==> config.mk <==
export PLATFORM = sky130hd
export DESIGN_NAME = tunable_biquad_bandpass
export DESIGN_NICKNAME = d
export VERILOG_FILES = /design/src/hw/rtl/bbp_pkg.sv /design/src/hw/rtl/tunable_biquad_bandpass.sv /design/src/hw/rtl/bbp_divider.sv /design/src/hw/rtl/bbp_cordic.sv
export SDC_FILE = /design/constraint.sdc
export NUM_CORES = 2
export LEC_CHECK = 0
export BUFFER_PORTS_ARGS = -buffer_cell sky130_fd_sc_hd__buf_2
export CAP_MARGIN = 30
export CORE_ASPECT_RATIO = 1.4
export CORE_UTILIZATION = 51
export CTS_BUF_LIST = sky130_fd_sc_hd__clkbuf_4 sky130_fd_sc_hd__clkbuf_8 sky130_fd_sc_hd__clkbuf_16
export CTS_CLUSTER_DIAMETER = 100
export DETAILED_ROUTE_END_ITERATION = 10
export PLACE_DENSITY = 0.64
export SLEW_MARGIN = 10
export SYNTH_ARGS = -nofsm -noshare
export SYNTH_HDL_FRONTEND = slang
export SYNTH_HIERARCHICAL = 1
export SYNTH_SLANG_ARGS = --single-unit
==> constraint.sdc <==
create_clock -name clk -period 25.4 [get_ports clk]
set_input_delay 1.27 -clock clk [delete_from_list [all_inputs] [get_ports clk]]
set_output_delay 1.27 -clock clk [all_outputs]
set_load 0.1 [all_outputs]
==> src/hw/rtl/bbp_pkg.sv <==
// Shared types, constants and the arctangent table for the band-pass biquad.
// No dependencies.
package bbp_pkg;

	localparam int DIV_NUM_W = 64;
	localparam int DIV_DEN_W = 40;
	localparam int CORD_W    = 34;
	localparam int COEF_W    = 31;
	localparam int RATE_W    = 18;
	localparam int FREQ_W    = 22;
	localparam int QUAL_W    = 20;

	localparam logic [QUAL_W-1:0]        Q_FLOOR         = 20'd41;
	localparam logic signed [CORD_W-1:0] CORDIC_INV_GAIN = 34'sh026DD3B6A;
	localparam logic [RATE_W-1:0]        RATE_RESET      = 18'd48000;
	localparam logic [DIV_NUM_W-1:0]     COEF_LIMIT      = 64'd536870912;

	typedef logic signed [CORD_W-1:0]  cord_t;
	typedef logic signed [COEF_W-1:0]  coef_t;
	typedef logic signed [DIV_DEN_W-1:0] alpha_t;

	typedef struct packed {
		logic                 start;
		logic [DIV_NUM_W-1:0] num;
		logic [DIV_DEN_W-1:0] den;
	} div_req_t;

	function automatic logic [31:0] atan_turn(input logic [4:0] idx);
		logic [31:0] r;
		case (idx)
			5'd0:  r = 32'h20000000;
			5'd1:  r = 32'h12E4051E;
			5'd2:  r = 32'h09FB385B;
			5'd3:  r = 32'h051111D4;
			5'd4:  r = 32'h028B0D43;
			5'd5:  r = 32'h0145D7E1;
			5'd6:  r = 32'h00A2F61E;
			5'd7:  r = 32'h00517C55;
			5'd8:  r = 32'h0028BE53;
			5'd9:  r = 32'h00145F2F;
			5'd10: r = 32'h000A2F98;
			5'd11: r = 32'h000517CC;
			5'd12: r = 32'h00028BE6;
			5'd13: r = 32'h000145F3;
			5'd14: r = 32'h0000A2FA;
			5'd15: r = 32'h0000517D;
			5'd16: r = 32'h000028BE;
			5'd17: r = 32'h0000145F;
			5'd18: r = 32'h00000A30;
			5'd19: r = 32'h00000518;
			5'd20: r = 32'h0000028C;
			5'd21: r = 32'h00000146;
			5'd22: r = 32'h000000A3;
			5'd23: r = 32'h00000051;
			5'd24: r = 32'h00000029;
			5'd25: r = 32'h00000014;
			5'd26: r = 32'h0000000A;
			5'd27: r = 32'h00000005;
			5'd28: r = 32'h00000003;
			5'd29: r = 32'h00000001;
			5'd30: r = 32'h00000001;
			default: r = 32'h00000000;
		endcase
		return r;
	endfunction

endpackage

==> src/hw/rtl/tunable_biquad_bandpass.sv <==
// Retunable band-pass biquad: sequencer, shared divider, CORDIC and one MAC.
// Each input beat runs up to five divides on the one divider and one CORDIC rotation
// before the MAC (the phase divide is skipped with sample_rate 0).
// One beat in flight: a new beat is taken only once the last result is registered.
// Output register lets the next beat enter while a result waits.
// arst_n clears state, delay line and sets sample_rate to 48000.
module tunable_biquad_bandpass
	import bbp_pkg::*;
#(
	parameter int SAMPLE_BITS  = 24,
	parameter int CORDIC_STEPS = 20
)(
	input  logic clk,
	input  logic arst_n,
	input  logic                                            s_tvalid,
	output logic                                            s_tready,
	// sample_in, centre_freq, quality
	input  logic [((SAMPLE_BITS+FREQ_W+QUAL_W+7)/8)*8-1:0] s_tdata,
	output logic                                            m_tvalid,
	input  logic                                            m_tready,
	// sample_out
	output logic [((SAMPLE_BITS+7)/8)*8-1:0]               m_tdata,
	input  logic        psel,
	input  logic        penable,
	input  logic        pwrite,
	input  logic [2:0]  paddr,
	input  logic [31:0] pwdata,
	output logic [31:0] prdata,
	output logic        pready
);

	localparam int SB   = SAMPLE_BITS;
	localparam int OW   = ((SAMPLE_BITS+7)/8)*8;
	localparam int PW   = COEF_W + SB;

	localparam logic [3:0] ST_IDLE  = 4'd0;
	localparam logic [3:0] ST_PHASE = 4'd1;
	localparam logic [3:0] ST_CGO   = 4'd2;
	localparam logic [3:0] ST_CORD  = 4'd3;
	localparam logic [3:0] ST_ALPHA = 4'd4;
	localparam logic [3:0] ST_A0    = 4'd5;
	localparam logic [3:0] ST_B0    = 4'd6;
	localparam logic [3:0] ST_A1    = 4'd7;
	localparam logic [3:0] ST_A2    = 4'd8;
	localparam logic [3:0] ST_MAC   = 4'd9;
	localparam logic [3:0] ST_DONE  = 4'd10;

	localparam logic signed [63:0] SMAX = (64'sd1 <<< (SB-1)) - 64'sd1;
	localparam logic signed [63:0] SMIN = -SMAX - 64'sd1;

	logic [3:0]            state_q;
	logic [RATE_W-1:0]     rate_q;
	logic signed [SB-1:0]  x0_q, d1_q, d2_q, y1_q, y2_q;
	logic [QUAL_W-1:0]     qual_q;
	logic [31:0]           phase_q;
	cord_t                 cos_q;
	alpha_t                alpha_q;
	coef_t                 b0_q, a1_q, a2_q;
	logic                  neg_q;
	div_req_t              req_q;
	logic [2:0]            mcnt_q;
	logic signed [PW-1:0]  prod_q;
	logic signed [63:0]    acc_q;
	logic                  m_tvalid_q;
	logic [OW-1:0]         m_tdata_q;

	logic                  div_done, cord_done;
	logic [DIV_NUM_W-1:0]  quo;
	cord_t                 sin_w, cos_w;
	alpha_t                a0;
	logic [QUAL_W-1:0]     qual_in;
	logic [DIV_NUM_W-1:0]  coef_mag;
	coef_t                 coef_res;
	logic signed [63:0]    num_b0, num_a1, num_a2, num_s;
	logic signed [COEF_W-1:0] mcoef;
	logic signed [SB-1:0]  mop;
	logic signed [63:0]    rnd, y_full;
	logic signed [SB-1:0]  y_sat;
	logic                  out_free;
	logic                  cfg_wr;

	bbp_divider u_div (
		.clk      (clk),
		.arst_n   (arst_n),
		.req      (req_q),
		.done     (div_done),
		.quotient (quo)
	);

	bbp_cordic #(.STEPS(CORDIC_STEPS)) u_cordic (
		.clk    (clk),
		.arst_n (arst_n),
		.start  (state_q == ST_CGO),
		.phase  (phase_q),
		.done   (cord_done),
		.sin_o  (sin_w),
		.cos_o  (cos_w)
	);

	assign pready   = 1'b1;
	assign cfg_wr   = psel && penable && pwrite && !paddr[2];
	assign prdata   = paddr[2] ? 32'd0 : {{(32-RATE_W){1'b0}}, rate_q};
	assign s_tready = (state_q == ST_IDLE);
	assign m_tvalid = m_tvalid_q;
	assign m_tdata  = m_tdata_q;
	assign out_free = !m_tvalid_q || m_tready;

	assign qual_in  = s_tdata[SB+FREQ_W +: QUAL_W];
	assign a0       = alpha_q + alpha_t'(40'sd1073741824);
	assign num_b0   = 64'(alpha_q) <<< 24;
	assign num_a1   = 64'(cos_q) <<< 25;
	assign num_a2   = (64'(alpha_q) - 64'sd1073741824) <<< 24;
	assign num_s    = 64'(sin_w) <<< 11;
	assign coef_mag = (quo > COEF_LIMIT) ? COEF_LIMIT : quo;
	assign coef_res = neg_q ? -coef_t'(coef_mag[COEF_W-1:0]) : coef_t'(coef_mag[COEF_W-1:0]);

	always_comb begin
		case (mcnt_q[1:0])
			2'd0:    begin mcoef = b0_q;  mop = x0_q; end
			2'd1:    begin mcoef = -b0_q; mop = d2_q; end
			2'd2:    begin mcoef = a1_q;  mop = y1_q; end
			default: begin mcoef = a2_q;  mop = y2_q; end
		endcase
	end

	assign rnd    = acc_q + 64'sd8388608;
	assign y_full = rnd >>> 24;
	assign y_sat  = (y_full > SMAX) ? SB'(SMAX) : ((y_full < SMIN) ? SB'(SMIN) : SB'(y_full));

	function automatic logic [63:0] mag64(input logic signed [63:0] v);
		return v[63] ? 64'(-v) : 64'(v);
	endfunction

	function automatic logic [DIV_DEN_W-1:0] magden(input alpha_t v);
		return v[DIV_DEN_W-1] ? DIV_DEN_W'(-v) : DIV_DEN_W'(v);
	endfunction

	always_ff @(posedge clk or negedge arst_n) begin
		if (!arst_n) begin
			state_q    <= ST_IDLE;
			rate_q     <= RATE_RESET;
			req_q      <= '0;
			m_tvalid_q <= 1'b0;
			mcnt_q     <= '0;
			d1_q       <= '0;
			d2_q       <= '0;
			y1_q       <= '0;
			y2_q       <= '0;
		end else begin
			req_q.start <= 1'b0;
			if (cfg_wr)
				rate_q <= pwdata[RATE_W-1:0];
			if (m_tvalid_q && m_tready)
				m_tvalid_q <= 1'b0;
			case (state_q)
				ST_IDLE: begin
					if (s_tvalid) begin
						if (rate_q == '0) begin
							state_q <= ST_CGO;
						end else begin
							req_q.start <= 1'b1;
							req_q.num   <= DIV_NUM_W'({s_tdata[SB +: FREQ_W], 28'd0});
							req_q.den   <= DIV_DEN_W'(rate_q);
							state_q     <= ST_PHASE;
						end
					end
				end
				ST_PHASE: if (div_done) state_q <= ST_CGO;
				ST_CGO:   state_q <= ST_CORD;
				ST_CORD: begin
					if (cord_done) begin
						req_q.start <= 1'b1;
						req_q.num   <= mag64(num_s);
						req_q.den   <= DIV_DEN_W'((qual_q < Q_FLOOR) ? Q_FLOOR : qual_q);
						state_q     <= ST_ALPHA;
					end
				end
				ST_ALPHA: begin
					if (div_done) state_q <= ST_A0;
				end
				ST_A0: begin
					if (a0 == '0) begin
						mcnt_q  <= '0;
						state_q <= ST_MAC;
					end else begin
						req_q.start <= 1'b1;
						req_q.num   <= mag64(num_b0);
						req_q.den   <= magden(a0);
						state_q     <= ST_B0;
					end
				end
				ST_B0: begin
					if (div_done) begin
						req_q.start <= 1'b1;
						req_q.num   <= mag64(num_a1);
						state_q     <= ST_A1;
					end
				end
				ST_A1: begin
					if (div_done) begin
						req_q.start <= 1'b1;
						req_q.num   <= mag64(num_a2);
						state_q     <= ST_A2;
					end
				end
				ST_A2: begin
					if (div_done) begin
						mcnt_q  <= '0;
						state_q <= ST_MAC;
					end
				end
				ST_MAC: begin
					mcnt_q <= mcnt_q + 3'd1;
					if (mcnt_q == 3'd4) state_q <= ST_DONE;
				end
				ST_DONE: begin
					if (out_free) begin
						m_tvalid_q <= 1'b1;
						d2_q       <= d1_q;
						d1_q       <= x0_q;
						y2_q       <= y1_q;
						y1_q       <= y_sat;
						state_q    <= ST_IDLE;
					end
				end
				default: state_q <= ST_IDLE;
			endcase
		end
	end

	always_ff @(posedge clk) begin
		case (state_q)
			ST_IDLE: begin
				x0_q    <= s_tdata[SB-1:0];
				qual_q  <= qual_in;
				phase_q <= '0;
			end
			ST_PHASE: if (div_done) phase_q <= quo[31:0];
			ST_CORD: begin
				if (cord_done) begin
					cos_q <= cos_w;
					neg_q <= sin_w[CORD_W-1];
				end
			end
			ST_ALPHA: begin
				if (div_done)
					alpha_q <= neg_q ? -alpha_t'(quo[DIV_DEN_W-1:0]) : alpha_t'(quo[DIV_DEN_W-1:0]);
			end
			ST_A0: begin
				b0_q  <= '0;
				a1_q  <= '0;
				a2_q  <= '0;
				acc_q <= '0;
				neg_q <= alpha_q[DIV_DEN_W-1] ^ a0[DIV_DEN_W-1];
			end
			ST_B0: begin
				if (div_done) begin
					b0_q  <= coef_res;
					neg_q <= cos_q[CORD_W-1] ^ a0[DIV_DEN_W-1];
				end
			end
			ST_A1: begin
				if (div_done) begin
					a1_q  <= coef_res;
					neg_q <= num_a2[63] ^ a0[DIV_DEN_W-1];
				end
			end
			ST_A2: begin
				if (div_done) a2_q <= coef_res;
				acc_q <= '0;
			end
			ST_MAC: begin
				if (mcnt_q != 3'd4)
					prod_q <= PW'(mcoef) * PW'(mop);
				if (mcnt_q != 3'd0)
					acc_q <= acc_q + 64'(prod_q);
			end
			ST_DONE: if (out_free) m_tdata_q <= OW'(unsigned'(y_sat));
			default: ;
		endcase
	end

`ifndef SYNTHESIS
	a_tready_idle: assert property (@(posedge clk) disable iff (!arst_n)
		(s_tvalid && s_tready) |=> (state_q == ST_PHASE || state_q == ST_CGO))
		else $error("accepted beat did not start the phase step");
	a_valid_src: assert property (@(posedge clk) disable iff (!arst_n)
		$rose(m_tvalid) |-> $past(state_q) == ST_DONE)
		else $error("result raised outside the done step");
	a_coef_range: assert property (@(posedge clk) disable iff (!arst_n)
		(state_q == ST_MAC) |-> (b0_q <= 31'sd536870912 && b0_q >= -31'sd536870912
		&& a1_q <= 31'sd536870912 && a1_q >= -31'sd536870912))
		else $error("coefficient outside saturation range");
`endif

endmodule

==> src/hw/rtl/bbp_divider.sv <==
// Radix-2 restoring unsigned divider, one quotient bit per cycle.
// Depends on bbp_pkg.
module bbp_divider
	import bbp_pkg::*;
(
	input  logic                 clk,
	input  logic                 arst_n,
	input  div_req_t             req,
	output logic                 done,
	output logic [DIV_NUM_W-1:0] quotient
);

	localparam int CNT_W = $clog2(DIV_NUM_W + 1);

	logic [DIV_DEN_W-1:0] rem_q;
	logic [DIV_DEN_W-1:0] den_q;
	logic [DIV_NUM_W-1:0] quo_q;
	logic [CNT_W-1:0]     cnt_q;
	logic                 busy_q;
	logic [DIV_DEN_W:0]   trial;
	logic                 fits;

	assign trial    = {rem_q, quo_q[DIV_NUM_W-1]};
	assign fits     = trial >= {1'b0, den_q};
	assign done     = busy_q && (cnt_q == CNT_W'(DIV_NUM_W));
	assign quotient = quo_q;

	always_ff @(posedge clk or negedge arst_n) begin
		if (!arst_n) begin
			busy_q <= 1'b0;
			cnt_q  <= '0;
		end else if (req.start) begin
			busy_q <= 1'b1;
			cnt_q  <= '0;
		end else if (done) begin
			busy_q <= 1'b0;
		end else if (busy_q) begin
			cnt_q <= cnt_q + CNT_W'(1);
		end
	end

	always_ff @(posedge clk) begin
		if (req.start) begin
			rem_q <= '0;
			den_q <= req.den;
			quo_q <= req.num;
		end else if (busy_q && !done) begin
			rem_q <= fits ? DIV_DEN_W'(trial - {1'b0, den_q}) : trial[DIV_DEN_W-1:0];
			quo_q <= {quo_q[DIV_NUM_W-2:0], fits};
		end
	end

endmodule

==> src/hw/rtl/bbp_cordic.sv <==
// Iterative rotation-mode CORDIC giving sin and cos of a turn-fraction phase.
// Depends on bbp_pkg.
module bbp_cordic
	import bbp_pkg::*;
#(
	parameter int STEPS = 20
)(
	input  logic        clk,
	input  logic        arst_n,
	input  logic        start,
	input  logic [31:0] phase,
	output logic        done,
	output cord_t       sin_o,
	output cord_t       cos_o
);

	localparam int RUN = (STEPS > 32) ? 32 : STEPS;

	cord_t       x_q, y_q, z_q;
	logic [5:0]  cnt_q;
	logic        busy_q, flip_q;
	cord_t       z_in, z_pre, x_sh, y_sh, ang;
	logic        flip_pre;
	logic [4:0]  idx;

	assign idx  = cnt_q[4:0];
	assign x_sh = x_q >>> idx;
	assign y_sh = y_q >>> idx;
	assign ang  = cord_t'({2'b00, atan_turn(idx)});
	assign done = busy_q && (cnt_q == 6'(RUN));
	assign sin_o = flip_q ? -y_q : y_q;
	assign cos_o = flip_q ? -x_q : x_q;

	always_comb begin
		z_in     = cord_t'({{2{phase[31]}}, phase});
		z_pre    = z_in;
		flip_pre = 1'b0;
		if (z_in >= 34'sh040000000) begin
			z_pre    = z_in - 34'sh080000000;
			flip_pre = 1'b1;
		end else if (z_in < -34'sh040000000) begin
			z_pre    = z_in + 34'sh080000000;
			flip_pre = 1'b1;
		end
	end

	always_ff @(posedge clk or negedge arst_n) begin
		if (!arst_n) begin
			busy_q <= 1'b0;
			cnt_q  <= '0;
		end else if (start) begin
			busy_q <= 1'b1;
			cnt_q  <= '0;
		end else if (done) begin
			busy_q <= 1'b0;
		end else if (busy_q) begin
			cnt_q <= cnt_q + 6'd1;
		end
	end

	always_ff @(posedge clk) begin
		if (start) begin
			x_q    <= CORDIC_INV_GAIN;
			y_q    <= '0;
			z_q    <= z_pre;
			flip_q <= flip_pre;
		end else if (busy_q && !done) begin
			if (!z_q[CORD_W-1]) begin
				x_q <= x_q - y_sh;
				y_q <= y_q + x_sh;
				z_q <= z_q - ang;
			end else begin
				x_q <= x_q + y_sh;
				y_q <= y_q - x_sh;
				z_q <= z_q + ang;
			end
		end
	end

endmodule
# Word level (Yosys, flattened, before mapping)
# Memory sizes are Yosys's and may differ from the RTL's.
# Cells that the tools add are included.
# W data, S select, Z words.
[totals]
mem_count = 1
output_inout_bits = 59
ram_bits = 0
romBits = 960
ff_bits = 876
in_bits = 114
elab_cells = 230
latch_bits = 0
[op_classes]
eq_ne = 31
div = 0
magnitude_cmp = 7
n_addsub = 26
bitwise_logic = 3
n_mux = 75
mul = 1
n_reduce_logical = 50
shift = 2
[memory_table]
columns = ["memory", "depth", "word_bits", "read_ports", "rd_clocked_by_memory_dff", "wr", "line_no", "text"]
rows = [
  ["(name not given)", 32, 30, 1, 0, 0, "bbp_pkg.sv:30", "case (idx)"],
]
[op_table]
columns = ["operator", "n"]
rows = [
  ["$mux W64", 7],
  ["$mux W105", 4],
  ["$pmux W65 S5", 1],
  ["$mux W34", 9],
  ["$pmux W31 S2", 3],
  ["$mux W65", 2],
  ["$neg A64 Y64", 2],
  ["$pmux W64 S2", 1],
  ["$mux W40", 3],
  ["$pmux W40 S3", 1],
  ["$mux W31", 3],
  ["$pmux W31 S3", 1],
  ["$neg A40 Y40", 2],
  ["$pmux W24 S3", 1],
  ["$add A34 B34 Y34", 2],
  ["$neg A34 Y34", 2],
  ["$sshr A34 B5 Y34", 2],
  ["$sub A34 B34 Y34", 2],
  ["$add A64 B25 Y64 const B", 1],
  ["$add A64 B55 Y64", 1],
  ["$gt A64 B30 Y1 const B", 1],
  ["$neg A45 Y64", 1],
  ["$neg A59 Y64", 1],
  ["$pmux W32 S2", 1],
  ["other kinds (62)", 141],
]

# Longest topological paths before layout
[logic_depth]
depth_word = 6
ltp_mapped = 38
ltp_nobuf = 35

# Modules after synthesis
# Netlist, hierarchy kept.
[by_module_without_submodules]
columns = ["module", "cells_each", "n_inst", "area_each_um2", "seq_area_each_um2"]
rows = [
  ["tunable_biquad_bandpass", 6487, 1, 60072.6, 17035.1],
  ["bbp_cordic", 2349, 1, 18187.4, 2587.5],
  ["bbp_divider", 845, 1, 8672.1, 4124.0],
]

# Least setup slack after synthesis
# No wires, ideal clock.
[synth_timing]
kind = "reg-to-reg"
from = "register state_q[0]"
to = "register req_q[101] (netlist name)"
path_stages_with_launch = 11
period_less_slack_ps = 9628
t_arrival_ps = 9492
t_required_ps = 25264
slack_ps = 15772
setup_time_ps = 136
path_buffers = 4
cell_sequence = "dfrtp_1 > clkbuf_1 > nor4_1 > and3_1 > clkbuf_1 > or3_1 > buf_2 > nor3_4 > buf_4 > a22oi_1 > o21ai_0"
[synth_between]
elab_chain_len = 3
elab_cells_between_ends = 14
classes_between = "eq/ne (10); mux (1); reduce/logical (3)"
[synth_rtl]
columns = ["element", "line_no", "text"]
rows = [
  ["start, declared", "tunable_biquad_bandpass.sv:51", "logic [3:0] state_q;"],
  ["start signal, assigned", "tunable_biquad_bandpass.sv:140", "state_q <= ST_IDLE;"],
  ["start signal, assigned", "tunable_biquad_bandpass.sv:159", "state_q <= ST_CGO;"],
  ["start signal, assigned", "tunable_biquad_bandpass.sv:164", "state_q <= ST_PHASE;"],
  ["$logic_not A4 Y1 *", "-", ""],
  ["via s_tready", "tunable_biquad_bandpass.sv:16", "output logic s_tready,"],
  ["$reduce_bool A5 Y1 (no source line) / $ne A2 B2 Y1 (equally long branches)", "-", ""],
  ["$reduce_and A7 Y1 (no source line)", "-", ""],
  ["end, declared", "tunable_biquad_bandpass.sv:60", "div_req_t req_q;"],
]
# The timed path passes the listed nets; every way through them passes the cells marked *.
# A chain may end at the register's enable or synchronous reset.

# Final worst setup path
[layout_timing]
from = "register b0_q[8]"
to = "register prod_q[51] (data pin)"
[layout_between]
elab_chain_len = 3
[layout_rtl]
columns = ["element", "line_no", "text"]
rows = [
  ["start, declared", "tunable_biquad_bandpass.sv:58", "coef_t b0_q, a1_q, a2_q;"],
  ["start signal, assigned", "tunable_biquad_bandpass.sv:258", "b0_q <= coef_res;"],
  ["$neg A31 Y31", "tunable_biquad_bandpass.sv:120", "2'd1: begin mcoef = -b0_q; mop = d2_q; end"],
  ["$pmux W31 S3 *", "tunable_biquad_bandpass.sv:118", "case (mcnt_q[1:0])"],
  ["$mul A31 B24 Y55 *", "tunable_biquad_bandpass.sv:274", "prod_q <= PW'(mcoef) * PW'(mop);"],
  ["end signal, assigned", "tunable_biquad_bandpass.sv:274", ""],
  ["end, declared", "tunable_biquad_bandpass.sv:62", "logic signed [PW-1:0] prod_q;"],
]
# Mark *: on every way between the ends. The rest lies on a longest branch, timed or not.

==> summary by stage <==
Timing
The sum of negative setup slack is 0 ps. The clock period could shrink to 11430 ps. The worst clock skew is 107 ps. The final clock period utilization by the worst path is 45.0%. Timing would allow up to between 80 and 90 MHz. Setup repair after global routing left no endpoint under its margin.

The worst-case setup margin in the final layout is roughly 14000 ps. For the pin with the worst max-slew slack, the measured transition is 1380 ps. The number of pins with negative max-slew slack in the final report is 0.

The final hold violation count is 0. The final worst hold slack is around 410 ps. The relative slew slack is 8.06%. The count of final setup violators is 0.

Logic synthesis
The instance count of the mapped netlist is 9681. The share of synthesized area in the top cell type comes to 18.2%. In this run, synthesis produced a sequential element count of between 800 and 900. The library cell occupying the most area in the post-synthesis netlist is sky130_fd_sc_hd__edfxtp_1. In this run the cell area of the synthesized design comes to 86900 µm².

The average instance in the mapped netlist occupies 8.98 µm². The proportion of synthesized flip-flops having asynchronous set or reset is a little over a quarter. The number of synthesized flops with an enable pin is 526. The most used standard cell by instance count after synthesis is sky130_fd_sc_hd__nand2_1. For this run, the leading register cell type out of synthesis is sky130_fd_sc_hd__edfxtp_1. Yosys mapped the design onto 122 distinct sky130hd cell types. The number of warnings printed during yosys synthesis is 6.

The commonest cells after synthesis are 1279 x sky130_fd_sc_hd__nand2_1, 998 x sky130_fd_sc_hd__inv_1, 937 x sky130_fd_sc_hd__nor2_1. The register area share after synthesis is 27.3%. Yosys attributes the largest share of cell area to sky130_fd_sc_hd__edfxtp_1 18%, sky130_fd_sc_hd__fa_1 18%, sky130_fd_sc_hd__dfrtp_1 6.4%.

Clock network
The tree built by TritonCTS fans out to 865 sinks. After clock tree synthesis, the clock-pin slew on the worst setup and hold paths is roughly 60 ps. The quantity of hold-fixing buffers added after cts is 0.

The post-CTS resize count is 0. No sink is reached through more buffers than the 3 on the longest clock path. The CTS tree is done. Buffers added to address setup during post-CTS repair amount to 0. The clock root buffer master is sky130_fd_sc_hd__clkbuf_16.

The number of H-tree levels is 3. For the worst-skew pair, the clock arrives at the later sink with an insertion delay of between 700 and 800 ps. The number of buffers added by the clock tree synthesis step is 94.

Setup path
The worst-case reg-to-reg path depth is 33. The top fanout value on the critical path is 17. On the worst path, the slowest cell contributes a delay of about 680 ps.

The critical path data arrival time is 12000 ps. In this run the worst setup path begins at b0_q[8]. The buffering stage count on the worst path with inverters included is 6. The cell that appears most often on the critical path is sky130_fd_sc_hd__fa_1. The slowest stage of the critical path is the sky130_fd_sc_hd__o31ai_1 cell. The worst setup path is captured at a register. The register-to-register setup slack is 13970 ps.

The worst register-to-register path begins at b0_q[8]. Data on the critical path is required at its endpoint by 25970 ps. The critical path is of the register to register type.

Broken down by cell family, the worst path's largest delay share belongs to adder cells. The startpoint type of the worst setup path is a register. The total number of cells along the worst setup path is 33. The destination of the worst register-to-register timing path is prod_q[51]. Following the worst setup path forward leads to its endpoint at prod_q[51].

Layout
The final standard cell utilization of the core is between 50% and 60%. Relative to the synthesized area, the layout overhead comes to 7.19%. Of the cells placed in the final design, the portion with a size suffix greater than 1 is 9.18%. After the last flow step, the layout net total stands at 10779.

Drt
The iteration count of the initial detailed-routing pass is 9. The routed layout has 71866 vias. The highest layer used for signal routing is met4. The met1 routed wirelength after detailed routing is 103 mm.

Summed over all layers, the routed wires come to 284 mm. The sum of met3 wire segment lengths after detailed routing is 16.8 mm. For this block, the initial DRC count from the detailed router was ~5700. The routed design uses 141 mm of met2 wire.

After detailed routing, the number of remaining DRC violations is 0. The average detailed-routed wire length per instance is around 24 µm. The vias per cell is 6.06.

The number of antenna-violating nets in the routed design is 0.

Global routing
The number of antenna violations at the first check in global routing is 8. The number of global-route vias before repair is 72953. The overflow left after global routing is 0. Entering global routing, the biggest net connects 88 pins. The global-route wire length before repair is about 430 mm. The aggregate global-route resource usage is 32.8%.

Power
Summed over all cells, the static leakage comes to 0.0410 µW. Across the VDD grid, the largest voltage drop is around 0.000069 V. The power density over cell area is 32.6 nW/µm².

Status
The flow ran to the end, and the final reports show no timing, DRC or antenna violations.

Min path
The worst hold path belongs to the class register to register. The critical hold path startpoint is req_q[39].

Floorplan
The die width is around 350 µm. The floorplan has 178 rows. The area of the core is 169000 µm². The overall die height is 491 µm. The initial utilization of the core area, before any placement, comes to 51.6%. The top-level port count is 173. The area of the die is around 170000 µm².

Flow run
The tool flagged a number of max-cap violations equal to 0.

Place
The congestion estimate from routability-driven global placement came to between 1 and 1.5. The number of port buffers is roughly 140. The setup slack after placement is 14010 ps. The total half-perimeter wirelength after legalization and detailed placement is between 200 and 250 mm.
==> metal layers <==
layer	vias to the layer above	GRT usage (%)
met5	-	0
met2	2723	57.1
li1	32643	-
met3	912	4.97
met1	35588	36.5
met4	0	23.0
==> worst min-delay path by stage <==
stage                            to  slack [ps]  cells past startpoint
floorplan           u_div/den_q[16]         420                      0
global placement     u_div/den_q[9]         430                      0
detailed placement  u_div/den_q[33]         430                      0
CTS                  u_div/cnt_q[1]         400                      1
global route        u_div/den_q[39]         440                      0
finish              u_div/den_q[39]         410                      0
==> cell usage in the layout (no fill, tap or decap), types with 41 or more instances in the layout <==
cell | Yosys | final
sky130_fd_sc_hd__dfrtp_1 | 224 | 218
sky130_fd_sc_hd__mux2_2 | 145 | 145
sky130_fd_sc_hd__xnor2_1 | 417 | 415
sky130_fd_sc_hd__buf_2 | 61 | 135
sky130_fd_sc_hd__and3_1 | 64 | 64
sky130_fd_sc_hd__fa_1 | 766 | 766
sky130_fd_sc_hd__ha_1 | 384 | 380
sky130_fd_sc_hd__xor2_1 | 225 | 224
sky130_fd_sc_hd__edfxtp_1 | 526 | 526
sky130_fd_sc_hd__clkbuf_16 | 0 | 95
sky130_fd_sc_hd__a21o_1 | 160 | 160
sky130_fd_sc_hd__nand4_1 | 54 | 54
sky130_fd_sc_hd__or4_1 | 46 | 46
sky130_fd_sc_hd__o21a_1 | 49 | 49
sky130_fd_sc_hd__a211oi_1 | 70 | 70
sky130_fd_sc_hd__nand2b_1 | 77 | 76
sky130_fd_sc_hd__o31ai_1 | 75 | 75
sky130_fd_sc_hd__nor2b_1 | 68 | 67
sky130_fd_sc_hd__nor4_1 | 60 | 58
sky130_fd_sc_hd__a222oi_1 | 43 | 43
sky130_fd_sc_hd__and2_1 | 77 | 76
sky130_fd_sc_hd__nand3_1 | 134 | 133
sky130_fd_sc_hd__dfxtp_1 | 108 | 108
sky130_fd_sc_hd__nor2_1 | 937 | 932
sky130_fd_sc_hd__o21bai_1 | 41 | 41
sky130_fd_sc_hd__a21oi_1 | 518 | 504
sky130_fd_sc_hd__or3_1 | 70 | 70
sky130_fd_sc_hd__buf_4 | 28 | 150
sky130_fd_sc_hd__o21ai_0 | 422 | 416
sky130_fd_sc_hd__o22ai_1 | 59 | 59
sky130_fd_sc_hd__inv_1 | 998 | 997
sky130_fd_sc_hd__o211ai_1 | 58 | 58
sky130_fd_sc_hd__mux2i_1 | 92 | 83
sky130_fd_sc_hd__mux4_2 | 65 | 65
sky130_fd_sc_hd__nor3_1 | 126 | 122
sky130_fd_sc_hd__nand2_1 | 1279 | 1277
sky130_fd_sc_hd__a31oi_1 | 104 | 104
==> flip-flops by register name, summed over array words and instances, names as in the netlist, 40 cells and up <==
register / count
u_div/rem_q: 40
u_div/quotient: 64
prod_q: 55
req_q: 94
u_div/den_q: 40
acc_q: 64
alpha_q: 40
==> layout make-up <==
class / count / area (µm²)
Antenna cell: 8 / 20.0
Multi-Input combinational cell: 7240 / 57300
Tap cell: 2250 / 2820
Clock inverter: 48 / 626
Timing Repair Buffer: 308 / 2190
Clock buffer: 130 / 2690
Sequential cell: 865 / 23800
Fill cell: 15349 / 75400
Inverter: 1006 / 3780
==> worst register-to-register path: cells and delay by family (launching register included) <==
| kind | cells | cell delay [ps] |
|---|---|---|
| simple gates | 10 | 2830 |
| buf+inv | 6 | 540 |
| compound gates | 8 | 3160 |
| flops | 1 | 480 |
| xor+xnor | 1 | 160 |
| fa+ha+maj | 8 | 4090 |
==> cell families after synthesis <==
| logic type | Yosys count | synth area share [%] |
|---|---|---|
| AO/OA/AOI/OAI | 1982 | 15.0 |
| XOR/XNOR | 642 | 6.47 |
| adder cells (fa/ha/maj) | 1150 | 23.2 |
| buffers and inverters | 1600 | 7.19 |
| flip-flops | 865 | 27.3 |
| multiplexers | 302 | 4.62 |
| other | 2 | 0.00864 |
| AND/OR/NAND/NOR | 3138 | 16.3 |
==> through the flow <==
step                      total power [µW]  instance area (µm²)  cells
after floorplan                       1570                87000   9705
after global placement                1600                89400  11642
after detailed placement              1600                89600  11651
after CTS                             3060                92900  11829
after global routing                  3120                93200  11852
final                                 3040                93200  11855
==> power by group <==
| part | total (µW) | internal [µW] | switching [µW] | leakage, µW |
|---|---|---|---|---|
| combinational | 76.8 | 17.7 | 59.1 | 0.0308 |
| clock | 1460 | 826 | 638 | 0.00163 |
| sequential | 1490 | 1490 | 7.87 | 0.00854 |
Power figures use the tool's default switching activity.
